**src/sv/brle_pkg.sv**
```systemverilog
// shared types and constants for the bmp rle8/rle4 span decoder
// no dependencies
package brle_pkg;

   localparam int COORD_WIDTH_DEF = 16;

   // parser phases
   localparam int PH_W = 3;
   localparam logic [PH_W-1:0] PH_COUNT = 3'd0;
   localparam logic [PH_W-1:0] PH_VALUE = 3'd1;
   localparam logic [PH_W-1:0] PH_ESC   = 3'd2;
   localparam logic [PH_W-1:0] PH_DX    = 3'd3;
   localparam logic [PH_W-1:0] PH_DY    = 3'd4;
   localparam logic [PH_W-1:0] PH_ABS   = 3'd5;
   localparam logic [PH_W-1:0] PH_PAD   = 3'd6;
   localparam logic [PH_W-1:0] PH_DONE  = 3'd7;

   // escape codes after a zero count byte
   localparam logic [7:0] ESC_EOL   = 8'h00;
   localparam logic [7:0] ESC_EOB   = 8'h01;
   localparam logic [7:0] ESC_DELTA = 8'h02;
   localparam logic [7:0] NIB_MASK  = 8'h0f;

   // result status codes
   localparam logic [1:0] ST_SPAN  = 2'd0;
   localparam logic [1:0] ST_DONE  = 2'd1;
   localparam logic [1:0] ST_TRUNC = 2'd2;

   // configuration register indexes
   localparam logic CSR_MODE   = 1'b0;
   localparam logic CSR_HEIGHT = 1'b1;

   typedef struct packed {
      logic        has;
      logic [1:0]  status;
      logic [15:0] column;
      logic [15:0] row_from_top;
      logic [7:0]  span_length;
      logic [7:0]  first_pixel;
      logic [7:0]  second_pixel;
   } rsp_item_type;

endpackage

```
**src/sv/brle_parse.sv**
```systemverilog
// byte parser: phase, cursor and run state, one byte per enable
// depends on brle_pkg
module brle_parse import brle_pkg::*; #(
   parameter int COORD_WIDTH = COORD_WIDTH_DEF
) (
   input  logic         clock,
   input  logic         reset,
   input  logic         enable,
   input  logic [7:0]   data_byte,
   input  logic         stream_end,
   input  logic         rle_mode,
   input  logic [15:0]  image_height,
   output rsp_item_type result
);

   localparam int CMP_W = (COORD_WIDTH > 16) ? COORD_WIDTH : 16;

   logic [PH_W-1:0]        phase_ff, phase_in;
   logic [7:0]             run_ff, run_in;
   logic [7:0]             abs_ff, abs_in;
   logic                   pad_ff, pad_in;
   logic [COORD_WIDTH-1:0] x_ff, x_in;
   logic [COORD_WIDTH-1:0] y_ff, y_in;

   logic [7:0]             x_add, y_add, abs_len, abs_rem;
   logic [COORD_WIDTH:0]   x_sum, y_sum;
   logic [COORD_WIDTH-1:0] x_sat, y_sat;
   logic [CMP_W-1:0]       x_ext, y_ext, ysat_ext, h_ext;
   logic                   rows_out_now, rows_out_next;
   logic [7:0]             px0, px1;

   // saturating cursor adders
   assign x_sum = {1'b0, x_ff} + (COORD_WIDTH+1)'(x_add);
   assign y_sum = {1'b0, y_ff} + (COORD_WIDTH+1)'(y_add);
   assign x_sat = x_sum[COORD_WIDTH] ? '1 : x_sum[COORD_WIDTH-1:0];
   assign y_sat = y_sum[COORD_WIDTH] ? '1 : y_sum[COORD_WIDTH-1:0];

   assign x_ext    = CMP_W'(x_ff);
   assign y_ext    = CMP_W'(y_ff);
   assign ysat_ext = CMP_W'(y_sat);
   assign h_ext    = CMP_W'(image_height);
   assign rows_out_now  = (y_ext >= h_ext);
   assign rows_out_next = (ysat_ext >= h_ext);

   assign abs_len = (rle_mode && (abs_ff >= 8'd2)) ? 8'd2 : 8'd1;
   assign abs_rem = abs_ff - abs_len;

   assign px0 = rle_mode ? {4'b0000, data_byte[7:4]} : data_byte;
   assign px1 = rle_mode ? (data_byte & NIB_MASK) : data_byte;

   always_comb begin
      phase_in = phase_ff;
      run_in   = run_ff;
      abs_in   = abs_ff;
      pad_in   = pad_ff;
      x_in     = x_ff;
      y_in     = y_ff;
      x_add    = 8'd0;
      y_add    = 8'd0;
      result   = '0;

      if (phase_ff == PH_DONE) begin
         phase_in = PH_DONE;
      end else if ((phase_ff == PH_COUNT) && rows_out_now) begin
         phase_in      = PH_DONE;
         result.has    = 1'b1;
         result.status = ST_DONE;
      end else if (stream_end) begin
         phase_in      = PH_DONE;
         result.has    = 1'b1;
         result.status = ST_TRUNC;
      end else begin
         unique case (phase_ff)
            PH_COUNT: begin
               if (data_byte != 8'd0) begin
                  run_in   = data_byte;
                  phase_in = PH_VALUE;
               end else begin
                  phase_in = PH_ESC;
               end
            end
            PH_VALUE: begin
               x_add              = run_ff;
               x_in               = x_sat;
               phase_in           = PH_COUNT;
               result.has         = 1'b1;
               result.status      = ST_SPAN;
               result.span_length = run_ff;
            end
            PH_ESC: begin
               unique case (data_byte)
                  ESC_EOL: begin
                     x_in  = '0;
                     y_add = 8'd1;
                     y_in  = y_sat;
                     if (rows_out_next) begin
                        phase_in      = PH_DONE;
                        result.has    = 1'b1;
                        result.status = ST_DONE;
                     end else begin
                        phase_in = PH_COUNT;
                     end
                  end
                  ESC_EOB: begin
                     phase_in      = PH_DONE;
                     result.has    = 1'b1;
                     result.status = ST_DONE;
                  end
                  ESC_DELTA: phase_in = PH_DX;
                  default: begin
                     abs_in   = data_byte;
                     pad_in   = rle_mode ? ((data_byte[1:0] == 2'd1) ||
                                            (data_byte[1:0] == 2'd2))
                                         : data_byte[0];
                     phase_in = PH_ABS;
                  end
               endcase
            end
            PH_DX: begin
               x_add    = data_byte;
               x_in     = x_sat;
               phase_in = PH_DY;
            end
            PH_DY: begin
               y_add = data_byte;
               y_in  = y_sat;
               if (rows_out_next) begin
                  phase_in      = PH_DONE;
                  result.has    = 1'b1;
                  result.status = ST_DONE;
               end else begin
                  phase_in = PH_COUNT;
               end
            end
            PH_ABS: begin
               abs_in = abs_rem;
               if (abs_rem == 8'd0) begin
                  phase_in = pad_ff ? PH_PAD : PH_COUNT;
               end
               x_add              = abs_len;
               x_in               = x_sat;
               result.has         = 1'b1;
               result.status      = ST_SPAN;
               result.span_length = abs_len;
            end
            default: begin
               pad_in   = 1'b0;
               phase_in = PH_COUNT;
            end
         endcase
      end

      // span position comes from the state before this byte, pixels from this byte
      if (result.has && (result.status == ST_SPAN)) begin
         result.column       = x_ext[15:0];
         result.row_from_top = image_height - y_ext[15:0] - 16'd1;
         result.first_pixel  = px0;
         result.second_pixel = px1;
      end
   end

   always_ff @(posedge clock) begin
      if (reset) begin
         phase_ff <= PH_COUNT;
         run_ff   <= '0;
         abs_ff   <= '0;
         pad_ff   <= 1'b0;
         x_ff     <= '0;
         y_ff     <= '0;
      end else if (enable) begin
         phase_ff <= phase_in;
         run_ff   <= run_in;
         abs_ff   <= abs_in;
         pad_ff   <= pad_in;
         x_ff     <= x_in;
         y_ff     <= y_in;
      end
   end

endmodule

```
**src/sv/brle_out.sv**
```systemverilog
// result register with stream handshake on the master side
// depends on brle_pkg
module brle_out import brle_pkg::*; (
   input  logic         clock,
   input  logic         reset,
   input  logic         load,
   input  rsp_item_type item,
   output logic         slot_free,
   output logic         rsp_tvalid,
   input  logic         rsp_tready,
   output logic [55:0]  rsp_tdata,  // column, row_from_top, span_length, first_pixel,
                                    // second_pixel
   output logic [1:0]   rsp_tuser   // status
);

   logic         valid_ff, valid_in;
   rsp_item_type item_ff;

   assign slot_free = !valid_ff || rsp_tready;
   assign valid_in  = (load && item.has) ? 1'b1 : (rsp_tready ? 1'b0 : valid_ff);

   always_ff @(posedge clock) begin
      if (reset) begin
         valid_ff <= 1'b0;
      end else begin
         valid_ff <= valid_in;
      end
   end

   always_ff @(posedge clock) begin
      if (load && item.has) begin
         item_ff <= item;
      end
   end

   assign rsp_tvalid = valid_ff;
   assign rsp_tuser  = item_ff.status;
   assign rsp_tdata  = {item_ff.second_pixel, item_ff.first_pixel, item_ff.span_length,
                        item_ff.row_from_top, item_ff.column};

endmodule

```
**src/sv/bmp_rle_decoder.sv**
```systemverilog
// top level of the bmp rle8/rle4 span decoder
// depends on brle_pkg, brle_parse, brle_out
//
//  channel | direction | handshake               | payload
//  req     | in        | req_tvalid / req_tready | tdata: data_byte, tuser: stream_end
//  rsp     | out       | rsp_tvalid / rsp_tready | tdata: span fields, tuser: status
//  csr     | in        | csr_valid / csr_ready   | csr_index, csr_wdata
//
// one compressed byte per clock cycle sustained while the result side keeps up; a byte goes
// from the input register through the parser into the result register
// reset is synchronous: parser to awaiting a count byte, cursor at zero,
// rle_mode to rle8 and image_height to one
// a stalled result holds in the result register; the input register takes
// one more item behind it and then drops req_tready
module bmp_rle_decoder import brle_pkg::*; #(
   parameter int COORD_WIDTH = COORD_WIDTH_DEF
) (
   input  logic        clock,
   input  logic        reset,
   input  logic        req_tvalid,
   output logic        req_tready,
   input  logic [7:0]  req_tdata,   // data_byte
   input  logic        req_tuser,   // stream_end
   output logic        rsp_tvalid,
   input  logic        rsp_tready,
   output logic [55:0] rsp_tdata,   // column, row_from_top, span_length, first_pixel,
                                    // second_pixel
   output logic [1:0]  rsp_tuser,   // status
   input  logic        csr_valid,
   output logic        csr_ready,
   input  logic        csr_index,
   input  logic [15:0] csr_wdata
);

   // configuration registers
   logic        mode_ff;
   logic [15:0] height_ff;

   // input register
   logic        in_valid_ff, in_valid_in;
   logic [7:0]  in_byte_ff;
   logic        in_end_ff;

   logic         advance, slot_free;
   rsp_item_type item;

   assign csr_ready = 1'b1;

   always_ff @(posedge clock) begin
      if (reset) begin
         mode_ff   <= 1'b0;
         height_ff <= 16'd1;
      end else if (csr_valid) begin
         unique case (csr_index)
            CSR_MODE:   mode_ff   <= csr_wdata[0];
            CSR_HEIGHT: height_ff <= csr_wdata;
            default:    ;
         endcase
      end
   end

   // an item moves on when the result slot is free or being emptied
   assign advance     = in_valid_ff && slot_free;
   assign req_tready  = !in_valid_ff || advance;
   assign in_valid_in = (req_tvalid && req_tready) ? 1'b1 : (advance ? 1'b0 : in_valid_ff);

   always_ff @(posedge clock) begin
      if (reset) begin
         in_valid_ff <= 1'b0;
      end else begin
         in_valid_ff <= in_valid_in;
      end
   end

   always_ff @(posedge clock) begin
      if (req_tvalid && req_tready) begin
         in_byte_ff <= req_tdata;
         in_end_ff  <= req_tuser;
      end
   end

   brle_parse #(
      .COORD_WIDTH (COORD_WIDTH)
   ) u_parse (
      .clock        (clock),
      .reset        (reset),
      .enable       (advance),
      .data_byte    (in_byte_ff),
      .stream_end   (in_end_ff),
      .rle_mode     (mode_ff),
      .image_height (height_ff),
      .result       (item)
   );

   brle_out u_out (
      .clock      (clock),
      .reset      (reset),
      .load       (advance),
      .item       (item),
      .slot_free  (slot_free),
      .rsp_tvalid (rsp_tvalid),
      .rsp_tready (rsp_tready),
      .rsp_tdata  (rsp_tdata),
      .rsp_tuser  (rsp_tuser)
   );

endmodule

```
**config.mk**
```make
export PLATFORM = sky130hd
export DESIGN_NAME = bmp_rle_decoder
export DESIGN_NICKNAME = d
export VERILOG_FILES = /design/src/sv/brle_pkg.sv /design/src/sv/brle_parse.sv /design/src/sv/brle_out.sv /design/src/sv/bmp_rle_decoder.sv
export SDC_FILE = /design/constraint.sdc
export NUM_CORES = 1
export LEC_CHECK = 0
export BUFFER_PORTS_ARGS = -buffer_cell sky130_fd_sc_hd__buf_2
export CAP_MARGIN = 30
export CORE_MARGIN = 2
export CORE_UTILIZATION = 54
export DETAILED_ROUTE_END_ITERATION = 8
export PLACE_DENSITY = 0.89
export SYNTH_ARGS = -nofsm -noshare
export SYNTH_HDL_FRONTEND = slang
export SYNTH_SLANG_ARGS = --single-unit
```
**constraint.sdc**
```tcl
create_clock -name clock -period 9.2 [get_ports clock]
set_input_delay 0.92 -clock clock [delete_from_list [all_inputs] [get_ports clock]]
set_output_delay 0.92 -clock clock [all_outputs]
set_load 0.05 [all_outputs]
```
==> out/results.txt <==
Outcome -> complete, but fails checks
Violated checks -> DRC
Combinational fraction of design power -> 0.143
Initial drt markers -> 828
Synth Cell Area -> 8180 um^2
R2R depth -> 25
Hold buffer count at cts -> 0
Critical Path Fanout Max -> 54
Pins over their slew limit -> 0
Number of CTS-inserted buffers -> 17
Crit Path Category -> flop to flop
Slowest CP cell -> buf_4
GRT Residual Overflow -> 0
Worst r2r src -> u_parse.y_ext[13]
Vias in the first global route -> 6,826
Actual slew at the worst max-slew pin -> 779 ps
Diode count -> 0
Design area -> 9300 um^2
Area grow syn2layout -> 13.7%
Post-detail-place hpwl -> 14,200 um
TNS Setup -> 0 ps
Number of gates resized after cts -> 0
Min cycle time layout -> 7330 ps
Most common cell after layout, fill and taps aside -> nor2_1
Path type of the worst min-delay path -> flop to flop
RSZ-0062 raised after global routing -> no
GPL Wtd Cong -> 0.947
Internal power -> 1100 uW
Largest net degree at the start of global routing -> 69
Worst setup EP type -> flop
DRT antenna net count -> 0
Rows -> 44
Latest clock arrival within the worst-skew pair -> 440 ps
# DRC -> 2
Unique masters post-synth -> 68
Dpl ws -> 2210 ps
Startpoint types -> flop
Top_reg_cell synth -> dfxtp_1
GRT Overall Usage -> 0.261
Fin. Hold Viols -> 0
Min Hold Slack -> 453 ps
Switching Fraction -> 0.297
Ports -> 92
Final worst setup slack -> 1870 ps
WL/cell -> 17.2 um
Sw power -> 466 uW
Nets -> 1,100
Min-delay src -> u_parse.abs_ff[0]
Initial antenna violation count -> 0
Clk pin slew, worst setup/hold paths -> 70 ps
Final WL -> 20,600 um
Yosys warns -> 0
Top cell by count, worst path -> nor2_1
Post-synth EDFFs -> 63
Clock power share -> 0.431
Die Ht -> 127 um
Pwr dens -> 168 nW/um^2
Layout cell share with drive strength beyond 1 -> 0.149
Global-route wire length before repair -> 33,700 um
Area post-placement -> 8710 um^2
Starting density of the core -> 0.559
Clk sink count -> 134
Core footprint -> 14,600 um^2
Worst stage delay on the critical path -> 620 ps
Crit path buf inv count -> 1
CP arrival -> 7390 ps
Final worst path period share -> 0.796
Worst path top cell family by delay -> simple AND/OR/NAND/NOR gates
CTS tree -> yes
Synth Register Bits -> 134
Req. time, crit path -> 9260 ps
Max_cap viols -> 0
Final core occ -> 0.635
Routed vias -> 7,164
Most frequent cells in the layout -> nor2_1 (120), nand2_1 (91), buf_2 (90), a21oi_1 (72), dfxtp_1 (71)
R2R Setup Slk -> 1870 ps
CTS H-Tree Depth -> 4
Max-slew headroom -> 0.481
Final setup vio count -> 0
Seq/Total Area, Yosys -> 0.405
RR Endpoint -> u_out.rsp_tdata[55]
Peak VDD IR -> 120 uV
Post-Syn Instances -> 924
Min-Delay Endpoint -> u_parse.abs_ff[0]
Sequential fraction of design power -> 0.426
Syn avg cell area -> 8.86 um^2
Root Driver -> clkbuf_16
Die Footprint -> 16,200 um^2
Drt via density -> 5.99
Ys async rst share -> 0
Post-CTS setup buffer count -> 0
Leakage power -> 0.00381 uW
CTS max path bufs -> 2
Die X -> 127 um
Hold path cells -> 2
First-pass DRT Iterations -> 9
Fmax -> 136 MHz
Syn nets -> 1,026
Port Buffers -> 90
Clk_skew -> 12.7 ps
## how the worst max path moves through the flow
| stage | startpoint | end | slack [ps] | cells past startpoint |
|---|---|---|---|---|
| global route | u_parse.y_ext[13] | u_out.rsp_tdata[42] | 1250 | 25 |
| CTS | u_parse.y_ext[13] | u_out.rsp_tdata[9] | 2030 | 25 |
| global placement | u_parse.y_ext[13] | u_out.rsp_tdata[31] | 2420 | 25 |
| finish | u_parse.y_ext[13] | u_out.rsp_tdata[55] | 1870 | 25 |
| detailed placement | u_parse.y_ext[13] | u_out.rsp_tdata[10] | 2210 | 25 |
| floorplan | height_ff[9] | u_out.rsp_tdata[0] | 70 | 27 |
## synthesized netlist by cell type, drive strengths merged, types with 3 or more instances
cell,count,share of area
a211o,5,0.0054
a211oi,16,0.015
a21o,16,0.015
a21oi,72,0.044
a221oi,4,0.0043
a311oi,6,0.0064
a31oi,10,0.0076
a41oi,3,0.0032
and2,24,0.018
and3,6,0.0046
buf,13,0.011
clkbuf,29,0.013
dfxtp,71,0.17
edfxtp,63,0.23
fa,4,0.0098
ha,67,0.10
inv,57,0.026
mux2i,22,0.027
nand2,91,0.042
nand2b,14,0.011
nand3,17,0.010
nand3b,4,0.0037
nand4,11,0.0092
nor2,120,0.055
nor2b,8,0.0061
nor3,26,0.020
nor3b,4,0.0037
nor4,11,0.0092
o211ai,6,0.0055
o21a,6,0.0055
o21ai,49,0.031
o21bai,6,0.0055
or2,5,0.0038
or3,5,0.0038
xnor2,18,0.019
xor2,6,0.0064
## layer usage
metal  GRT usage  vias to the layer above  share of wire
met4       0.115                        0          0.029
met1       0.343                     3321           0.43
met2       0.419                      349           0.47
li1            -                     3427              -
met5           0                        -              0
met3      0.0515                       67          0.067
## flip-flops by register name, indices dropped and copies added (netlist names), 2 cells and up
register and count:
in_byte_ff 8, u_out.rsp_tuser 2, u_parse.x_ext 16, u_parse.abs_ff 8, u_parse.phase_ff 3, u_out.rsp_tdata 52, u_parse.run_ff 8, height_ff 16
u_parse.y_ext 16
## power groups by stage
stage	Sequential, uW	Combinational (uW)	Clock (uW)
4_1_cts	666	221	677
6_report	666	224	674
3_3_place_gp	678	213	0
2_1_floorplan	714	129	0
5_1_grt	668	242	708
3_5_place_dp	678	218	0
## worst reg2reg max path: cells and delay by family, from the launching register on
family,cells,cell delay [ps]
simple gates,12,2590
compound gates,9,2270
fa+ha+maj,3,920
buf+inv,1,620
flops,1,540
## stage by stage
step	instances	power [uW]
2_1_floorplan	924	843
3_3_place_gp	1161	891
3_5_place_dp	1162	896
4_1_cts	1194	1560
5_1_grt	1195	1620
6_report	1195	1560
## logic make-up (layout without fill, tap and decap cells)
| kind of cell | Yosys count | in the layout | share of synthesized area |
|---|---|---|---|
| compound gates | 219 | 219 | 0.169 |
| buf+inv | 100 | 187 | 0.0512 |
| flops | 134 | 134 | 0.405 |
| other cells | 1 | 1 | 0.000458 |
| simple gates | 351 | 351 | 0.206 |
| fa+ha+maj | 71 | 71 | 0.112 |
| xor+xnor | 24 | 24 | 0.0257 |
| mux | 24 | 24 | 0.0297 |
## area by class of cell
| cell class | instances | area (um^2) |
|---|---|---|
| Multi-Input combinational cell | 690 | 4460 |
| Timing Repair Buffer | 97 | 503 |
| Fill cell | 1159 | 5340 |
| Inverter | 58 | 218 |
| Tap cell | 184 | 230 |
| Clock inverter | 15 | 155 |
| Sequential cell | 134 | 3310 |
| Clock buffer | 17 | 425 |
No activity file was read; power rests on OpenSTA's default activity.
